`src/rtl/mac_pkg.sv`:
```
// shared constants, codes and control structs of the metropolis acceptance block
// no dependencies; imported by every module of the block
`timescale 1ns / 1ps
package mac_pkg;

    localparam int WINDOW_DEPTH_DEF = 64;

    // item modes
    localparam logic [1:0] MODE_STEP    = 2'd0;
    localparam logic [1:0] MODE_CLEAR   = 2'd1;
    localparam logic [1:0] MODE_RESTART = 2'd2;
    localparam logic [1:0] MODE_UNUSED  = 2'd3;

    // configuration port
    localparam int CFG_IDX_W  = 2;
    localparam int CFG_DATA_W = 32;
    localparam logic [CFG_IDX_W-1:0] CFG_MAXIMIZE   = 2'd0;
    localparam logic [CFG_IDX_W-1:0] CFG_START_TEMP = 2'd1;
    localparam logic [CFG_IDX_W-1:0] CFG_DECAY      = 2'd2;
    localparam logic [CFG_IDX_W-1:0] CFG_RUN_LENGTH = 2'd3;

    localparam logic [31:0] START_TEMP_RST = 32'd65536;
    localparam logic [31:0] RUN_LENGTH_RST = 32'd1000000;

    // arithmetic
    localparam logic [31:0] EXP_NEG_ONE_Q32 = 32'd1580030169;
    localparam logic [3:0]  TAYLOR_TERMS    = 4'd14;
    localparam logic [15:0] MEAN_EMPTY      = 16'd32768;

    localparam int MUL_A_W   = 33;
    localparam int MUL_B_W   = 32;
    localparam int PROD_W    = 65;
    localparam int DIV_W     = 64;
    localparam int DEN_W     = 34;
    localparam int DIV_CNT_W = 7;

    typedef struct packed {
        logic                 div_go;
        logic [DIV_CNT_W-1:0] div_cnt;
    } t_arith_cmd;

    typedef struct packed {
        logic clear;
        logic rd;
        logic wr;
    } t_win_cmd;

endpackage

```
`src/rtl/mac_window.sv`:
```
// circular window of recorded probabilities with running total and fill count
// depends on mac_pkg
`timescale 1ns / 1ps
module mac_window #(
    parameter int WINDOW_DEPTH = mac_pkg::WINDOW_DEPTH_DEF
) (
    input  logic                                  i_clk,
    input  logic                                  i_rst_n,
    input  mac_pkg::t_win_cmd                     i_cmd,
    input  logic [15:0]                           i_prob,
    output logic [16+$clog2(WINDOW_DEPTH+1)-1:0]  o_total,
    output logic [$clog2(WINDOW_DEPTH+1)-1:0]     o_fill
);
    import mac_pkg::*;

    localparam int PW = $clog2(WINDOW_DEPTH);
    localparam int FW = $clog2(WINDOW_DEPTH + 1);
    localparam int TW = 16 + FW;

    logic [15:0]   r_mem [WINDOW_DEPTH];
    logic [15:0]   r_old;
    logic [PW-1:0] r_pos;
    logic [FW-1:0] r_fill;
    logic [TW-1:0] r_total;
    logic [PW-1:0] next_pos;
    logic          full;
    logic [TW-1:0] base;

    assign next_pos = (r_pos >= PW'(WINDOW_DEPTH - 1)) ? '0 : r_pos + 1'b1;
    assign full     = r_fill >= FW'(WINDOW_DEPTH);
    // oldest entry drops out once the window is full
    assign base     = !full ? r_total :
                      (r_total >= TW'(r_old)) ? r_total - TW'(r_old) : '0;

    always_ff @(posedge i_clk) begin
        if (i_cmd.rd) begin
            r_old <= r_mem[next_pos];
        end
        if (i_cmd.wr) begin
            r_mem[next_pos] <= i_prob;
        end
    end

    always_ff @(posedge i_clk) begin
        if (!i_rst_n || i_cmd.clear) begin
            r_pos   <= '0;
            r_fill  <= '0;
            r_total <= '0;
        end else if (i_cmd.wr) begin
            r_pos   <= next_pos;
            r_fill  <= full ? FW'(WINDOW_DEPTH) : r_fill + 1'b1;
            r_total <= base + TW'(i_prob);
        end
    end

    assign o_total = r_total;
    assign o_fill  = r_fill;
endmodule

```
`config.mk`:
```
export PLATFORM = sky130hd
export DESIGN_NAME = mac_window
export DESIGN_NICKNAME = d
export VERILOG_FILES = /design/src/rtl/mac_pkg.sv /design/src/rtl/mac_window.sv
export SDC_FILE = /design/constraint.sdc
export NUM_CORES = 1
export LEC_CHECK = 0
export ABC_AREA = 1
export BUFFER_PORTS_ARGS = -buffer_cell sky130_fd_sc_hd__buf_2
export CORE_MARGIN = 1.5
export CORE_UTILIZATION = 45
export DETAILED_ROUTE_END_ITERATION = 7
export PLACE_DENSITY_LB_ADDON = 0.15
export SYNTH_ARGS = -nofsm -noshare
export SYNTH_HDL_FRONTEND = slang
export SYNTH_SLANG_ARGS = --single-unit
export TNS_END_PERCENT = 30
```
`constraint.sdc`:
```
create_clock -name i_clk -period 4.06 [get_ports i_clk]
set_input_delay 0 -clock i_clk [delete_from_list [all_inputs] [get_ports i_clk]]
set_output_delay 0 -clock i_clk [all_outputs]
set_load 0.01 [all_outputs]
```
==> results_dict.tcl <==
set metrics [dict create \
    status "finished, final reports clean" \
    cp_max_fo 7 \
    cts_root_buffer "clkbuf_16" \
    final.period_utilization 0.927 \
    avgRoutedWirePerCell_um 26.4 \
    cts_buffers 111 \
    die_y_um 313 \
    worst_slew_pin_slew_ns 1.08 \
    fmax_mhz 266 \
    grt_pass1_wl_um 192000 \
    path_clk_slew_ns 0.06 \
    synth.area.mux_share 0 \
    syn-num-nets 3480 \
    cts_buffer_depth 3 \
    rows 113 \
    critPathLaunchType "flip-flop" \
    synthXorXnorAreaFrac 0.00586 \
    ys_warn_count 0 \
    layout_commonest_cell "edfxtp_1" \
    powerDensity_mw_per_mm2 474 \
    drc 0 \
    synth_area_sq_mm 0.0433 \
    die_x_um 313 \
    stdcell_count 4986 \
    synth_compound_area_frac 0.0319 \
    grt.overflow.total 0 \
    place_hpwl_um 76800 \
    synth_cells 3422 \
    final_util 0.527 \
    ios 51 \
    timing.hold.ws_ns 0.000904 \
    p_leak_nw 17.1 \
    num_vias 29000 \
    dr.pass1.iters 6 \
    core_sq_mm 0.0952 \
    reg2reg_slack_ns 0.30 \
    path_class "flip-flop to flip-flop" \
    setup_tns_ns 0 \
    fin_ws_ns 0.295 \
    maxSlewViolCount 0 \
    gp_congestion 0.912 \
    required_ns 4.64 \
    worstSkewPairLatency_ns 0.70 \
    dp.cells 4769 \
    cts_tree "yes" \
    ys_ff_latch 1076 \
    avgSynthCellArea_sq_um 12.7 \
    fin_area_sq_mm 0.0502 \
    drv_cap 0 \
    max_slew_margin 0.281 \
    hp-class "input pin to flip-flop" \
    cts.sinks 1076 \
    grtUsageTotal 0.268 \
    fillers 7962 \
    synthFlopType "edfxtp_1" \
    postRouteWirelength_um 132000 \
    drive_gt1_frac 0.131 \
    synth_top_family_by_area "simple AND/OR/NAND/NOR gates" \
    hold_viol_final 0 \
    final_cell_mix "edfxtp_1, nand2_1, nand3_1, nand4_1, buf_4" \
    cp-end-kind "flip-flop" \
    finClkSkew_ns 0.0250 \
    place_area_sq_mm 0.0464 \
    p_total_mw 23.8 \
    regArea_sq_mm 0.0320 \
    synth_edf_count 1040 \
    dp_slack_ns 0.179 \
    fin_crit_ns 3.76 \
    areaGrowthSynthToFinish_pct 15.8 \
    crit_arrival_ns 4.34 \
    die-area_sq_mm 0.0981 \
    grt_antenna_before_repair 5 \
    grt_max_degree 200 \
    htree_num_levels 3 \
    initial_core_util 0.455 \
    yosys.area_share.simple 0.181 \
    async_reset_ff_frac 0 \
    yosysSeqAreaShare 0.738 \
    fin_nets 3688 \
    synthAdderAreaFrac 0.0110 \
    ir_drop_mv 0.361 \
    port_buffers 50 \
    avgViaCountPerCell 5.82 \
    multi_input_area_sq_mm 0.0101 \
    setup_violations 0 \
    ant_nets 0 \
    synthDistinctLibCells 40 \
    grt_pass1_vias 28200 \
    drt_iter0_drc 3401 \
]
## area by class of cell
| class | instances | area share |
|---|---|---|
| flip-flops and latches | 1076 | 0.637 |
| multi-input cells | 2013 | 0.202 |
| clock buffers | 139 | 0.0581 |
| repair buffers | 288 | 0.0483 |
| well taps | 1265 | 0.0316 |
| diodes | 1 | 0.0000499 |
| inverters | 140 | 0.0107 |
| clock inverters | 64 | 0.0121 |
## layer usage
| layer | GRT usage | share of wire | vias to the layer above |
|---|---|---|---|
| li1 | - | - | 13000 |
| met5 | 0 | 0.000099 | - |
| met2 | 0.436 | 0.47 | 1215 |
| met4 | 0.0852 | 0.030 | 2 |
| met1 | 0.372 | 0.42 | 14600 |
| met3 | 0.0406 | 0.078 | 202 |
## registers in the layout (all words and copies together) (netlist names)
register / count
o_total: 23
r_pos: 6
o_fill: 7
r_old: 16
r_mem: 1024
## critical path, stage by stage, from the launching register on
cell and delay [ns]:
edfxtp_1 0.33, inv_1 0.05, ha_1 0.39, nand2_1 0.11
nor2_2 0.15, inv_1 0.08, nor2_1 0.10, nand2_1 0.06
nand2_1 0.09, nand2_1 0.08, nand2_1 0.12, nand2_4 0.09
buf_4 0.17, buf_4 0.17, o22ai_1 0.18, ha_1 0.33
a21oi_2 0.19, o21ai_0 0.11, a21oi_1 0.16, nand2_2 0.10
nand4_1 0.15, nand2_2 0.12, nand2_1 0.08, inv_1 0.05
nand2_1 0.05, nand2_1 0.05, nor2_1 0.10, nor2_1 0.04
## Yosys cell counts, drive strengths merged, types with 3 or more instances
| library cell | count | area share |
|---|---|---|
| ha | 35 | 0.010 |
| a21oi | 65 | 0.0075 |
| o21a | 3 | 0.00052 |
| nand2 | 677 | 0.059 |
| nor3 | 13 | 0.0025 |
| nand4 | 278 | 0.040 |
| o221ai | 3 | 0.00061 |
| clkbuf | 57 | 0.0049 |
| nor2 | 144 | 0.013 |
| buf | 136 | 0.015 |
| edfxtp | 1040 | 0.72 |
| o22ai | 10 | 0.0014 |
| inv | 139 | 0.012 |
| o21ai | 160 | 0.018 |
| nand3 | 563 | 0.065 |
| dfxtp | 36 | 0.017 |
| a211oi | 9 | 0.0016 |
| or2 | 8 | 0.0012 |
| xor2 | 16 | 0.0032 |
| xnor2 | 13 | 0.0026 |
## report_power, final
part / switching [mW] / internal (mW)
clock: 4.22 / 5.70
combinational: 1.12 / 0.437
sequential: 0.0292 / 12.3
total: 5.37 / 18.4
## cell families after synthesis
family,count (synthesis)
adder cells (fa/ha/maj),37
buffers and inverters,333
flip-flops,1076
AO/OA/AOI/OAI,260
XOR/XNOR,29
AND/OR/NAND/NOR,1687
## final timing paths
check / cells after the start / endpoint / start
hold / removal: 5 / o_total[14] / i_prob[14]
setup / recovery: 27 / o_total[19] / r_old[11]
hold reg to reg: 2 / o_fill[1] / o_fill[1]
setup reg to reg: 27 / o_total[19] / r_old[11]
## timing repair
action | CTS | global route
gates resized for setup | 0 | 30
buffers inserted | 0 | 3
hold buffers | 10 | 0
endpoints found under the hold margin | 64 | 0
endpoints found under the setup margin | 0 | 12
Power figures use the tool's default switching activity.
