$ cat config.mk
export PLATFORM = sky130hd
export DESIGN_NAME = mac_arith
export DESIGN_NICKNAME = d
export VERILOG_FILES = /design/src/rtl/mac_pkg.sv /design/src/rtl/mac_arith.sv
export SDC_FILE = /design/constraint.sdc
export NUM_CORES = 2
export LEC_CHECK = 0
export BUFFER_PORTS_ARGS = -buffer_cell sky130_fd_sc_hd__buf_2
export CORE_ASPECT_RATIO = 0.5
export CORE_MARGIN = 2
export CORE_UTILIZATION = 45
export CTS_CLUSTER_DIAMETER = 50
export DETAILED_ROUTE_END_ITERATION = 8
export MAX_ROUTING_LAYER = met4
export SLEW_MARGIN = 10
export SYNTH_ARGS = -nofsm -noshare
export SYNTH_HDL_FRONTEND = slang
export SYNTH_SLANG_ARGS = --single-unit
$ cat constraint.sdc
create_clock -name i_clk -period 18.05 [get_ports i_clk]
set_input_delay 2.7075 -clock i_clk [delete_from_list [all_inputs] [get_ports i_clk]]
set_output_delay 2.7075 -clock i_clk [all_outputs]
set_load 0.01 [all_outputs]
$ cat src/rtl/mac_pkg.sv
// shared constants, codes and control structs of the metropolis acceptance block
// no dependencies; imported by every module of the block
`timescale 1ns / 1ps
package mac_pkg;

    localparam int WINDOW_DEPTH_DEF = 64;

    // item modes
    localparam logic [1:0] MODE_STEP    = 2'd0;
    localparam logic [1:0] MODE_CLEAR   = 2'd1;
    localparam logic [1:0] MODE_RESTART = 2'd2;
    localparam logic [1:0] MODE_UNUSED  = 2'd3;

    // configuration port
    localparam int CFG_IDX_W  = 2;
    localparam int CFG_DATA_W = 32;
    localparam logic [CFG_IDX_W-1:0] CFG_MAXIMIZE   = 2'd0;
    localparam logic [CFG_IDX_W-1:0] CFG_START_TEMP = 2'd1;
    localparam logic [CFG_IDX_W-1:0] CFG_DECAY      = 2'd2;
    localparam logic [CFG_IDX_W-1:0] CFG_RUN_LENGTH = 2'd3;

    localparam logic [31:0] START_TEMP_RST = 32'd65536;
    localparam logic [31:0] RUN_LENGTH_RST = 32'd1000000;

    // arithmetic
    localparam logic [31:0] EXP_NEG_ONE_Q32 = 32'd1580030169;
    localparam logic [3:0]  TAYLOR_TERMS    = 4'd14;
    localparam logic [15:0] MEAN_EMPTY      = 16'd32768;

    localparam int MUL_A_W   = 33;
    localparam int MUL_B_W   = 32;
    localparam int PROD_W    = 65;
    localparam int DIV_W     = 64;
    localparam int DEN_W     = 34;
    localparam int DIV_CNT_W = 7;

    typedef struct packed {
        logic                 div_go;
        logic [DIV_CNT_W-1:0] div_cnt;
    } t_arith_cmd;

    typedef struct packed {
        logic clear;
        logic rd;
        logic wr;
    } t_win_cmd;

endpackage

$ cat src/rtl/mac_arith.sv
// shared arithmetic unit: registered 33x32 multiplier and a restoring divider
// that retires one quotient bit per cycle; depends on mac_pkg
`timescale 1ns / 1ps
module mac_arith (
    input  logic                                 i_clk,
    input  logic                                 i_rst_n,
    input  logic [mac_pkg::MUL_A_W-1:0]          i_mul_a,
    input  logic [mac_pkg::MUL_B_W-1:0]          i_mul_b,
    input  mac_pkg::t_arith_cmd                  i_cmd,
    input  logic [mac_pkg::DIV_W-1:0]            i_div_num,
    input  logic [mac_pkg::DEN_W-1:0]            i_div_den,
    output logic [mac_pkg::PROD_W-1:0]           o_prod,
    output logic [mac_pkg::DIV_W-1:0]            o_quo,
    output logic                                 o_div_busy,
    output logic                                 o_div_done
);
    import mac_pkg::*;

    logic [PROD_W-1:0]    r_prod;
    logic [PROD_W-1:0]    mul_full;
    logic [DIV_W-1:0]     r_q;
    logic [DEN_W-1:0]     r_rem;
    logic [DEN_W-1:0]     r_den;
    logic [DIV_CNT_W-1:0] r_cnt;
    logic                 r_done;
    logic [DEN_W:0]       rem_sh;
    logic                 ge;

    assign mul_full = PROD_W'(i_mul_a) * PROD_W'(i_mul_b);
    // dividend is left aligned, so its msb enters the remainder first
    assign rem_sh   = {r_rem, r_q[DIV_W-1]};
    assign ge       = rem_sh >= {1'b0, r_den};

    always_ff @(posedge i_clk) begin
        r_prod <= mul_full;
        if (i_cmd.div_go) begin
            r_q   <= i_div_num;
            r_rem <= '0;
            r_den <= i_div_den;
        end else if (r_cnt != '0) begin
            r_q   <= {r_q[DIV_W-2:0], ge};
            r_rem <= ge ? DEN_W'(rem_sh - {1'b0, r_den}) : rem_sh[DEN_W-1:0];
        end
    end

    always_ff @(posedge i_clk) begin
        if (!i_rst_n) begin
            r_cnt  <= '0;
            r_done <= 1'b0;
        end else begin
            r_done <= 1'b0;
            if (i_cmd.div_go) begin
                r_cnt <= i_cmd.div_cnt;
            end else if (r_cnt != '0) begin
                r_cnt <= r_cnt - 1'b1;
                if (r_cnt == DIV_CNT_W'(1)) begin
                    r_done <= 1'b1;
                end
            end
        end
    end

    assign o_prod     = r_prod;
    assign o_quo      = r_q;
    assign o_div_busy = (r_cnt != '0);
    assign o_div_done = r_done;
endmodule

==> flow_summary.json <==
{
  "r2r-end": "r_rem[26]",
  "path_delay_family": "adder cells",
  "hold_path.startpoint": "r_rem[27]",
  "arrival_ps": 10840,
  "crit_fanout": 32,
  "status": "finished, final reports clean",
  "cts_tree": "yes",
  "finalCriticalPeriod_ps": 10350,
  "rows": 80,
  "ys_warn_count": 0,
  "grt_max_degree": 65,
  "h-tree-depth": 1,
  "core_region_area_mm2": 0.0950,
  "grt_pass1_vias": 33600,
  "synth_cell_type_count": 72,
  "grt_overflow": 0,
  "cts-resized-gates": 0,
  "setup-violations-final": 0,
  "tightest_slew_ps": 1100,
  "drive_gt1_share_pct": 9.42,
  "r2r-start": "r_den[6]",
  "fin_setup_tns_ps": 0,
  "ant_nets": 0,
  "num-fill-cells": 9071,
  "drc": 0,
  "gr-usage-met2_pct": 42.4,
  "crit_top_cell": "fa_1",
  "ys_top_cells_by_count": "969 x inv_1, 927 x fa_1, 660 x nand2_1",
  "max_stage_delay_ps": 640,
  "globalplace.congestion": 0.917,
  "clock.fmax_ghz": 0.0967,
  "wl_um": 116000,
  "hold_class": "reg2reg",
  "synthTopCellsByArea": "fa_1 43%, ha_1 8.7%, inv_1 8.5%, and2_1 7.3%, edfxtp_1 6.8%",
  "regArea_mm2": 0.00508,
  "ys_async_sr_fraction_pct": 0,
  "clock_sinks": 205,
  "portBuffers": 303,
  "reg2reg_depth": 11,
  "cts_setup_buffers": 0,
  "use_met1_pct": 32.6,
  "drtIter0Drc": 1684,
  "required_ps": 18550,
  "critPathBufInv": 8,
  "antenna_found_initial": 5,
  "initial_core_util_pct": 45.2,
  "cts_hold_buffers": 0,
  "die_y_um": 223,
  "start_kind": "input port",
  "synth_edf_count": 98,
  "track_usage_pct": 25.1,
  "dp_hpwl_um": 93000,
  "synth_fp_nets": 5992,
  "crit_type": "in2reg",
  "via_per_inst": 5.22,
  "clk_path_buf_depth": 3,
  "boundaryPins": 304,
  "synth_area_per_cell_um2": 9.36,
  "max_cap_viol_count": 0,
  "path_clk_slew_ps": 60,
  "finClkSkew_ps": 17.1,
  "syn_area_mm2": 0.0430,
  "netlist.area_leader.share_pct": 43.2,
  "finalCritPeriodShare_pct": 57.3,
  "holdPathStages": 2,
  "synth.most_common_cell": "inv_1",
  "rrSetupSlack_ps": 14140,
  "yosysTopAreaCell": "fa_1",
  "ys_ff_latch": 205,
  "finalHoldViolCount": 0,
  "area_growth_pct": 7.37,
  "num_vias": 31200,
  "wire_per_inst_um": 19.3,
  "hold_end": "r_rem[27]",
  "multi_input_area_mm2": 0.0333,
  "synthCells": 4592,
  "numCtsBuffers": 27,
  "grt.busiest_layer": "met2",
  "slowest_stage": "a211oi_1",
  "yosysSeqAreaShare_pct": 11.8,
  "slew_headroom_pct": 26.4,
  "grt_use_met3_pct": 2.88,
  "critPathCaptureType": "flop",
  "grt_pass1_wl_um": 188000,
  "clock_latency_ps": 610,
  "final_nets": 6090,
  "grt_setup_unrepaired": "false",
  "cts_root_buf": "clkbuf_16",
  "drt_first_pass_iters": 6,
  "die_area_mm2": 0.0981,
  "chipWidth_um": 441,
  "ys.flop_type": "dfxtp_1",
  "finalMaxSlewViolations": 0
}
routing by layer:
metal  vias up  wire, um
li1      14000         -
met4         0      2580
met2       787     58800
met5         -         0
met3       163      5120
met1     16300     49300
area by class of cell:
| class | count | area share, % |
|---|---|---|
| multi-input combinational | 3167 | 72.1 |
| sequential | 205 | 11.0 |
| inverter | 970 | 7.89 |
| timing repair buffer | 319 | 3.55 |
| tap | 1271 | 3.45 |
| clock buffer | 30 | 1.49 |
| clock inverter | 20 | 0.445 |
| antenna | 4 | 0.0217 |
state kept, by name, indices dropped and copies added (netlist names):
register    flops
r_cnt           7
r_den          34
o_quo          64
r_rem          34
o_div_done      1
o_prod         65
layout by cell type, fill, tap and decap left out, types with 19 or more instances in the layout:
cell type and count:
and2_1 502, clkbuf_16 27, a211oi_1 32, inv_1 968, mux2_2 65, nor2_1 93
nor3_1 29, fa_1 927, nand2_1 660, ha_1 300, a21oi_1 116, dfxtp_1 107
a21o_1 48, xnor2_1 58, xor2_1 27, nand3_1 19, nand4_1 29, edfxtp_1 98
o21ai_0 59, o21bai_1 24, buf_2 302
worst max path at each step:
stage,end,cells past startpoint,slack [ps],start
after floorplan,o_prod[61],25,8570,i_mul_a[16]
after CTS,o_prod[51],25,7910,i_mul_a[19]
after global routing,o_prod[51],24,7380,i_mul_a[21]
after global placement,o_prod[51],25,7340,i_mul_b[3]
final,o_prod[51],25,7700,i_mul_a[19]
after detailed placement,o_prod[51],24,7270,i_mul_a[21]
per-stage QoR:
stage                     area (um2)  hold WS, ps  instances  utilization, %  setup slack, ps
after global placement         45200          472       5932            47.6             7340
after CTS                      46100          491       5982            48.6             7910
after floorplan                43000          454       4592               -             8570
after detailed placement       45200          484       5932            47.6             7270
final                          46100          488       5986            48.6             7700
after global routing           46100          532       5986            48.6             7380
kinds of logic (layout without fill, tap and decap cells):
logic type,after synthesis,count (layout),share of synthesized area [%]
xor gates and xnor gates,85,85,1.73
DFF,205,205,11.8
buffers and inverters,1220,1339,10.7
muxes,75,75,1.94
AOI/OAI and AO/OA,391,391,6.08
other,0,4,0
adders and majority gates,1227,1227,51.9
and+or+nand+nor,1389,1389,15.8
worst min-delay path, delay by kind of cell, from the launching register on:
kind | cells | cell delay (ps)
DFF | 1 | 330
and+or+nand+nor | 1 | 50
AOI/OAI and AO/OA | 1 | 60
Power is left out: the tool's default activity adds up to more than one toggle a clock period on the data nets, which glitch-free logic cannot reach.
